`src/design/mwt_pkg.sv`:
```
`timescale 1ns / 1ps
// ----------------------------------------------------------------------------
// mwt_pkg
// Shared constants and types of the morphological window transform: window
// geometry, field widths and the link record passed from cell to cell.
// ----------------------------------------------------------------------------
package mwt_pkg;

  // Window geometry: center sits HALF_WIDTH samples back
  localparam int HALF_WIDTH = 4;
  localparam int WIN_LEN    = 2 * HALF_WIDTH + 1;

  // Field widths
  localparam int SAMPLE_W = 12;
  localparam int OUT_W    = 17;
  localparam int SUM_W    = SAMPLE_W + 3;
  localparam int PROD_W   = SUM_W + 4;
  localparam int SCALE    = 10;

  // Sweep counter must hold WIN_LEN itself
  localparam int CNT_W = $clog2(WIN_LEN + 1);

  // Stream widths, padded to whole bytes
  localparam int S_DATA_W = ((SAMPLE_W + 7) / 8) * 8;
  localparam int M_DATA_W = ((OUT_W + 7) / 8) * 8;

  typedef logic signed [SAMPLE_W-1:0] sample_t;

  // Data handed from one cell to the next
  typedef struct packed {
    sample_t sample;  // sample shifted along the delay line
    sample_t hi;      // running window maximum (never below zero)
    sample_t lo;      // running window minimum (never above zero)
  } link_t;

endpackage

```
`src/design/mwt_cell.sv`:
```
`timescale 1ns / 1ps
// ----------------------------------------------------------------------------
// mwt_cell
// One tap of the delay line. Holds a sample, shifts it on to its neighbor on
// an accepted beat and folds it into the running max/min every cycle.
// ----------------------------------------------------------------------------
module mwt_cell
  import mwt_pkg::*;
(
  input  logic  clk,
  input  logic  rst,
  input  logic  shift,
  input  link_t link_in,
  output link_t link_out
);

  sample_t sample;
  sample_t hi;
  sample_t lo;

  // Advance the delay line; reset fills it with zeros
  always_ff @(posedge clk) begin
    if (rst) begin
      sample <= '0;
    end else if (shift) begin
      sample <= link_in.sample;
    end
  end

  // Fold this tap into the max/min travelling down the chain
  always_ff @(posedge clk) begin
    hi <= (sample > link_in.hi) ? sample : link_in.hi;
    lo <= (sample < link_in.lo) ? sample : link_in.lo;
  end

  assign link_out.sample = sample;
  assign link_out.hi     = hi;
  assign link_out.lo     = lo;

endmodule

```
`src/design/morphological_window_transform.sv`:
```
`timescale 1ns / 1ps
// One sample at a time: the input closes on an accepted beat while the max/min
// fold ripples through the nine-cell chain one cell per cycle; the result then
// loads into the output register once that register is free, and the input
// reopens in the cycle after that load.
// Reset: rst is synchronous, active high; it clears the delay line to zeros
// and drops any pending result.
// ----------------------------------------------------------------------------
// morphological_window_transform
// Delay line of 2*HALF_WIDTH+1 cells with a running max/min. Each beat yields
// (max + min - 2*center) * 10 / HALF_WIDTH, truncated toward zero.
// ----------------------------------------------------------------------------
module morphological_window_transform
  import mwt_pkg::*;
(
  input  logic                clk,
  input  logic                rst,
  input  logic                s_tvalid,
  output logic                s_tready,
  input  logic [S_DATA_W-1:0] s_tdata,   // [11:0] sample_in
  output logic                m_tvalid,
  input  logic                m_tready,
  output logic [M_DATA_W-1:0] m_tdata    // [16:0] transform_value
);

  localparam logic ST_IDLE  = 1'b0;
  localparam logic ST_SWEEP = 1'b1;

  logic                     state;
  logic [CNT_W-1:0]         cnt;
  logic                     shift;
  logic                     sweep_done;
  logic                     load;
  link_t                    links [0:WIN_LEN];
  logic signed [SUM_W-1:0]  sum;
  logic signed [PROD_W-1:0] prod;
  logic signed [PROD_W-1:0] quot;
  logic signed [OUT_W-1:0]  result;

  assign s_tready   = (state == ST_IDLE);
  assign shift      = s_tvalid && s_tready;
  assign sweep_done = (state == ST_SWEEP) && (cnt == CNT_W'(WIN_LEN));
  assign load       = sweep_done && (!m_tvalid || m_tready);

  // Head of the chain: new sample, zero max/min seeds
  assign links[0].sample = sample_t'(s_tdata[SAMPLE_W-1:0]);
  assign links[0].hi     = '0;
  assign links[0].lo     = '0;

  // Row of cells
  for (genvar k = 0; k < WIN_LEN; k++) begin : g_cell
    mwt_cell u_cell (
      .clk      (clk),
      .rst      (rst),
      .shift    (shift),
      .link_in  (links[k]),
      .link_out (links[k+1])
    );
  end

  // Sequence: take a beat, wait for the fold to settle, hand off the result
  always_ff @(posedge clk) begin
    if (rst) begin
      state <= ST_IDLE;
      cnt   <= '0;
    end else begin
      case (state)
        ST_IDLE: begin
          if (shift) begin
            state <= ST_SWEEP;
            cnt   <= '0;
          end
        end
        ST_SWEEP: begin
          if (cnt != CNT_W'(WIN_LEN)) begin
            cnt <= cnt + 1'b1;
          end else if (load) begin
            state <= ST_IDLE;
          end
        end
        default: begin
          state <= ST_IDLE;
        end
      endcase
    end
  end

  // Transform at the center tap
  always_comb begin
    sum  = SUM_W'(links[WIN_LEN].hi) + SUM_W'(links[WIN_LEN].lo)
         - (SUM_W'(links[HALF_WIDTH+1].sample) <<< 1);
    prod = PROD_W'(sum) * PROD_W'(SCALE);
    quot = prod / PROD_W'(HALF_WIDTH);
  end

  // Output register: hold the result until taken
  always_ff @(posedge clk) begin
    if (rst) begin
      m_tvalid <= 1'b0;
    end else if (load) begin
      m_tvalid <= 1'b1;
    end else if (m_tready) begin
      m_tvalid <= 1'b0;
    end
  end

  always_ff @(posedge clk) begin
    if (load) begin
      result <= OUT_W'(quot);
    end
  end

  assign m_tdata = {{(M_DATA_W - OUT_W){1'b0}}, result};

endmodule

```
`config.mk`:
```
export PLATFORM = sky130hd
export DESIGN_NAME = morphological_window_transform
export DESIGN_NICKNAME = d
export VERILOG_FILES = /design/src/design/mwt_pkg.sv /design/src/design/mwt_cell.sv /design/src/design/morphological_window_transform.sv
export SDC_FILE = /design/constraint.sdc
export NUM_CORES = 1
export LEC_CHECK = 0
export BUFFER_PORTS_ARGS = -buffer_cell sky130_fd_sc_hd__buf_2
export CORE_MARGIN = 3
export CORE_UTILIZATION = 50
export CTS_CLUSTER_DIAMETER = 30
export CTS_CLUSTER_SIZE = 40
export DETAILED_ROUTE_END_ITERATION = 7
export GPL_ROUTABILITY_DRIVEN = 1
export GPL_TIMING_DRIVEN = 0
export PLACE_DENSITY = 0.69
export SYNTH_ARGS = -nofsm -noshare
export SYNTH_HDL_FRONTEND = slang
export SYNTH_SLANG_ARGS = --single-unit
```
`constraint.sdc`:
```
create_clock -name clk -period 5.5 [get_ports clk]
set_input_delay 0.275 -clock clk [delete_from_list [all_inputs] [get_ports clk]]
set_output_delay 0.275 -clock clk [all_outputs]
set_load 0.05 [all_outputs]
```
Word-level counts from Yosys, hierarchy flattened
Index checks and enable logic that the tools add are counted.
{"block": "word_totals", "ff_bits": 347, "in_bits": 20, "output_inout_bits": 26, "elab_cells": 92}
{"block": "classes", "n_addsub": 4, "mul": 1, "n_lt_le_gt_ge": 18, "eq_ne": 4, "mux": 25, "bitwise_logic": 2, "reduce_logical": 7}
{"cell": "two-way mux 12 bit", "n": 16}
{"cell": "> comparator 12 bit", "n": 8}
{"cell": "less-than comparator 12 bit", "n": 8}
{"cell": "multiplier 14 x 4 -> 18 bit (second input constant)", "n": 1}
{"cell": "adder 17 x 1 -> 17 bit", "n": 1}
{"cell": "subtractor 13 x 13 -> 14 bit", "n": 1}
{"cell": "adder 12 x 12 -> 13 bit", "n": 1}
{"cell": "> comparator 12 x 1 -> 1 bit (second input constant)", "n": 1}
{"cell": "less-than comparator 12 x 1 -> 1 bit (second input constant)", "n": 1}
{"cell": "two-way mux 4 bit", "n": 2}
{"cell": "case mux 4 bit (2 select lines)", "n": 1}
{"cell": "two-way mux 1 bit", "n": 5}
{"cell": "adder 4 x 1 -> 4 bit (second input constant)", "n": 1}
{"cell": "== test 4 bit (second input constant)", "n": 1}
{"cell": "inequality test 2 x 1 -> 1 bit (second input constant)", "n": 2}
{"cell": "inequality test 4 bit (second input constant)", "n": 1}
{"cell": "logical AND 1 bit", "n": 3}
{"cell": "case mux 1 bit (2 select lines)", "n": 1}
{"cell": "AND reduction 2 bit", "n": 1}
{"cell": "nonzero test 2 bit", "n": 1}
{"cell": "AND 1 bit", "n": 1}
{"cell": "logical NOT 1 bit", "n": 1}
{"cell": "logical OR 1 bit", "n": 1}
{"cell": "inverter 1 bit", "n": 1}

Logic depth before layout (Yosys ltp)
{"block": "depth", "ltp_word": 6, "mapped_depth": 27, "ltp_nobuf": 27}

By module
From an unflattened synthesis, not the netlist that was laid out.
{"block": "hier_totals", "cells_unflattened": 1885, "area_unflattened_um2": 19343.6}
{"mod": "mwt_cell", "instances": 9, "cells_each": 172, "area_per_inst_um2": 1823.0, "seq_area_each_um2": 720.7}
{"mod": "morphological_window_transform", "instances": 1, "cells_each": 337, "area_per_inst_um2": 2936.6, "seq_area_each_um2": 630.6}

Worst setup path before layout
OpenSTA, ideal clock, no wires.
{"block": "synth_timing", "kind": "register -> register", "start": "reg g_cell[4].u_cell.sample[1]", "end": "reg result[11] (data pin)", "setup_time_ps": 271, "arrival_time_ps": 5350, "required_time_ps": 5229, "slack_ps": -122, "stages_incl_launch_ff": 27, "path_buffers": 0, "synth_period_minus_slack_ps": 5622, "cell_sequence": "dfxtp_1 -> fa_1 -> inv_1 -> ha_1 -> nor2b_1 -> o21ai_0 -> nand2b_1 -> a21o_1 -> a31o_2 -> a41o_1 -> nor2_1 -> xnor2_1 -> ha_1 -> ha_1 -> a21oi_1 -> nor2b_1 -> o21ai_0 -> o211ai_1 -> and3_1 -> xnor2_1 -> and2_1 -> ha_1 -> nand3_1 -> nor3b_1 -> nand3_1 -> nor4_1 -> xor2_1"}
{"block": "synth_between", "elab_chain_len": 4}
{"element": "start, declared", "line_no": "mwt_cell.sv:17", "text": "sample_t sample;"}
{"element": "start signal, assigned", "line_no": "mwt_cell.sv:26", "text": "sample <= link_in.sample;"}
{"element": "subtractor 13 x 13 -> 14 bit (*)", "line_no": "morphological_window_transform.sv:91", "text": "- (SUM_W'(links[HALF_WIDTH+1].sample) <<< 1);"}
{"element": "multiplier 14 x 4 -> 18 bit (*)", "line_no": "morphological_window_transform.sv:92", "text": "prod = PROD_W'(sum) * PROD_W'(SCALE);"}
{"element": "AND 1 bit (no source line)"}
{"element": "adder 17 x 1 -> 17 bit (no source line) (*)"}
{"element": "named net quot[11]", "line_no": "morphological_window_transform.sv:37", "text": "logic signed [PROD_W-1:0] quot;"}
{"element": "end signal, assigned", "line_no": "morphological_window_transform.sv:109", "text": "result <= OUT_W'(quot);"}
{"element": "end, declared", "line_no": "morphological_window_transform.sv:38", "text": "logic signed [OUT_W-1:0] result;"}
The timed path passes the listed nets; every way through them passes the cells marked *.
A chain may end at the register's enable or synchronous reset.

Worst setup path after layout
{"block": "layout_timing", "start": "reg g_cell[4].u_cell.sample[0]", "end": "reg result[11] (data pin)"}
The elaborated chain is that of the path after synthesis.

==> metrics.md <==
| Metric | Value |
|---|---|
| Final Hold Viols | 0 |
| FF/Latch Area | 7130 µm² |
| Layout cell share with drive strength beyond 1 | 0.205 |
| Largest net degree at the start of global routing | 18 |
| Largest family of logic cells by synthesized area | adder cells |
| Worst-case reg-to-reg path depth | 27 |
| Cell type with the largest total area after synthesis | dfxtp_1 |
| Switching Share | 0.330 |
| Setup ws final | about 0.021 ns |
| Mapped Area | 18300 µm² |
| DRC Markers | 0 |
| Initial antenna violation count | 0 |
| Placed insts | ~2500 |
| Mapped Cells | 1962 |
| Vias in the first global route | between 10000 and 15000 |
| Initial Util | 0.511 |
| Min Hold Slack | 0.0167 ns |
| Cell-internal power | 7.86 mW |
| Max-Cap Viols | 0 |
| Clk sinks | 347 |
| Area of the multi-input gates | 10200 µm² |
| Routed length per instance | 17.3 µm |
| Library cells used by synthesis | 65 |
| First-pass GRT wire length | about 74000 µm |
| Rows | 69 |
| Critical Path RT | just under 6 ns |
| PD cells | 527 nW/µm² |
| Final Util | 0.622 |
| RR Endpoint | result[11] |
| Worst vdd rail ir drop | 0.432 mV |
| Setup WS pre-CTS | -0.987 ns |
| Simple-Gate Fraction of Synth Area | 0.118 |
| DR iter-0 viols | 752 |
| Clock slew at reported path FFs | roughly 0.050 ns |
| Commonest non-fill, non-tap cell in the layout | dfxtp_1 |
| Gpl congestion | between 0.8 and 0.9 |
| Synth Area in Compound Gates | 0.120 |
| Hold Crit Class | input port to flip-flop |
| RR Startpoint | g_cell[4].u_cell.sample[0] |
| Hpwl dp | 33500 µm |
| Synth Area in XOR/XNOR | 0.0200 |
| Hold Startpoint | s_tvalid |
| Clk_lat worst skew | 0.60 ns |
| Hold path depth | 3 |
| Die Width | 197 µm |
| Drt pass-1 iters | 5 |
| ANT cells | 0 |
| Post-synth EDFFs | 17 |
| Final Total Pwr | 11.7 mW |
| I/O pin count | 46 |
| Peak Freq | 183 MHz |
| TritonCTS clock tree | yes |
| Combinational power share | 0.363 |
| Worst path max stage delay | 0.46 ns |
| Sequential fraction of the synthesis area | 0.389 |
| Normalized max-slew margin | 0.472 |
| Total die area | 38900 µm² |
| Mux cell area share after synthesis | 0.116 |
| Crit path kind | flip-flop to flip-flop |
| Clk buf depth | 3 |
| WL final | 45500 µm |
| CP startpoint kind | flip-flop |
| PortBufs | 33 |
| Synth warn | 0 |
| Finished Layout Cells | 2632 |
| RSZ-0062 raised after global routing | yes |
| Worst clock skew | ~0.024 ns |
| Layout Nets | 2368 |
| Filler cell count | 2863 |
| Worst EP arrival | 5.81 ns |
| Register share of total power | 0.241 |
| Slowest-stage cell, CP | fa_2 |
| Global Route Usage Sum | 0.237 |
| Hold endpoint | state |
| Post-Synth Adder-Cell Area | 0.168 |
| Worst Path Buf+Inv | 2 |
| Fin crit share | 0.996 |
| CTS HTree Levels | 3 |
| Post-DRT Antenna Nets | 0 |
| CP delay by family, top | simple AND/OR/NAND/NOR gates |
| Final Slew Violations | 0 |
| Synthesized area per cell | 9.33 µm² |
| Vias | 14196 |
| Core area | between 30000 and 40000 µm² |
| Synth Flop Type | dfxtp_1 |
| Num CTS Buffers | 74 |
| Reg2Reg Setup Slack | 0.02 ns |
| Synthesis-to-finish area growth | 21.7% |
| Leak | 9.42 nW |
| Clock share of power | 0.396 |
| Crit path max fanout | 7 |
| Pin slew with the least headroom to its limit | 0.790 ns |
| Seq cells post-synth | 347 |
| Outcome | finished clean |
| FFs w/ async S/R, synth | 0 |
| Psw | between 3 and 4 mW |
| Top post-synthesis cells by area | dfxtp_1, ha_1, mux2_2 |
| Crit path capture type | flip-flop |
| Leading cell types in the layout, fill and taps excluded | dfxtp_1, nand2_1, inv_1, ha_1, mux2_2 |
| Minimum clock period | around 5.5 ns |
| Vias per cell | between 5 and 6 |
| Die height | between 150 and 200 µm |
| Congestion Overflow GR | 0 |
| Root buffer cell | clkbuf_16 |
| Final setup violation count | 0 |
| Synth top area share | 0.361 |
==> routing by layer <==
| layer | global-route usage | routed length [µm] |
|---|---|---|
| met5 | 0 | 0 |
| met4 | 0.0913 | 1290 |
| met3 | 0.0346 | 1990 |
| met2 | 0.412 | 22300 |
| met1 | 0.297 | 19900 |
==> power by group through the flow <==
stage	logic [mW]	registers, mW	clock network (mW)
CTS	3.91	2.83	4.69
global route	4.66	2.84	4.84
finish	4.26	2.83	4.64
detailed placement	3.50	2.88	0
floorplan	2.89	2.84	0
global placement	3.44	2.88	0
==> sequential cells by signal (all words and copies together) (netlist names) <==
register	cells
g_cell.u_cell.hi	108
g_cell.u_cell.lo	108
g_cell.u_cell.sample	108
result	17
cnt	4
m_tvalid	1
state	1
==> per-stage QoR <==
stage               cell area [µm²]  TNS (ns)
floorplan                     18300         0
global placement              19100     -8.16
detailed placement            19100     -9.57
CTS                           22100         0
global route                  22300    -0.380
finish                        22300         0
==> worst reg2reg max path, delay by kind of cell (launching register included) <==
| family | cells | cell delay [ns] |
|---|---|---|
| xor+xnor | 3 | 0.39 |
| buf+inv | 2 | 0.18 |
| simple gates | 10 | 1.65 |
| flops | 1 | 0.38 |
| compound gates | 7 | 1.20 |
| fa+ha+maj | 5 | 1.42 |
==> area by class of cell <==
class	count	area share
Multi-Input combinational cell	1302	0.458
Tap cell	461	0.0259
Timing Repair Buffer	65	0.0200
Inverter	250	0.0422
Sequential cell	347	0.320
Clock inverter	52	0.0321
Buffer	70	0.0143
Clock buffer	85	0.0877
==> worst max path at each step <==
stage / cells past startpoint / slack [ns] / to / startpoint
final: 27 / 0.02 / result[11] / g_cell[4].u_cell.sample[0]
after global placement: 26 / -0.87 / result[11] / g_cell[4].u_cell.sample[0]
after detailed placement: 26 / -0.99 / result[11] / g_cell[4].u_cell.sample[0]
after CTS: 26 / 0.04 / result[15] / g_cell[4].u_cell.sample[0]
after floorplan: 26 / 0.03 / result[11] / g_cell[4].u_cell.sample[1]
after global routing: 25 / -0.16 / result[11] / g_cell[8].u_cell.hi[2]
==> cells in the mapped netlist (all sizes together), types with 12 or more instances <==
cell type,count
nor3,17
ha,225
a21o,35
nand2b,21
o31ai,15
fa,13
mux2,180
nand3,41
and2,16
o21a,12
nor2,31
a21oi,162
edfxtp,17
o21ai,58
inv,250
nor2b,36
xor2,14
nand2,265
a211o,13
buf,23
dfxtp,330
o211ai,12
clkbuf,47
xnor2,27
nand4,13
==> logic make-up (layout without fill, tap and decap cells) <==
logic type / count (synthesis) / count (layout)
XOR/XNOR: 41 / 41
adder cells (fa/ha/maj): 238 / 238
multiplexers: 190 / 190
flip-flops: 347 / 347
buffers and inverters: 320 / 522
AO/OA/AOI/OAI: 353 / 353
other: 1 / 8
AND/OR/NAND/NOR: 472 / 472
==> what timing repair did <==
item | 4_1_cts | 5_1_grt
setup endpoints to repair | 16 | 12
gates cloned | 0 | 0
hold buffers | 13 | 0
pin swaps | 18 | 24
gates resized for setup | 28 | 24
hold endpoints to repair | 13 | 0
setup buffers | 8 | 10
No activity file was read; power rests on OpenSTA's default activity.
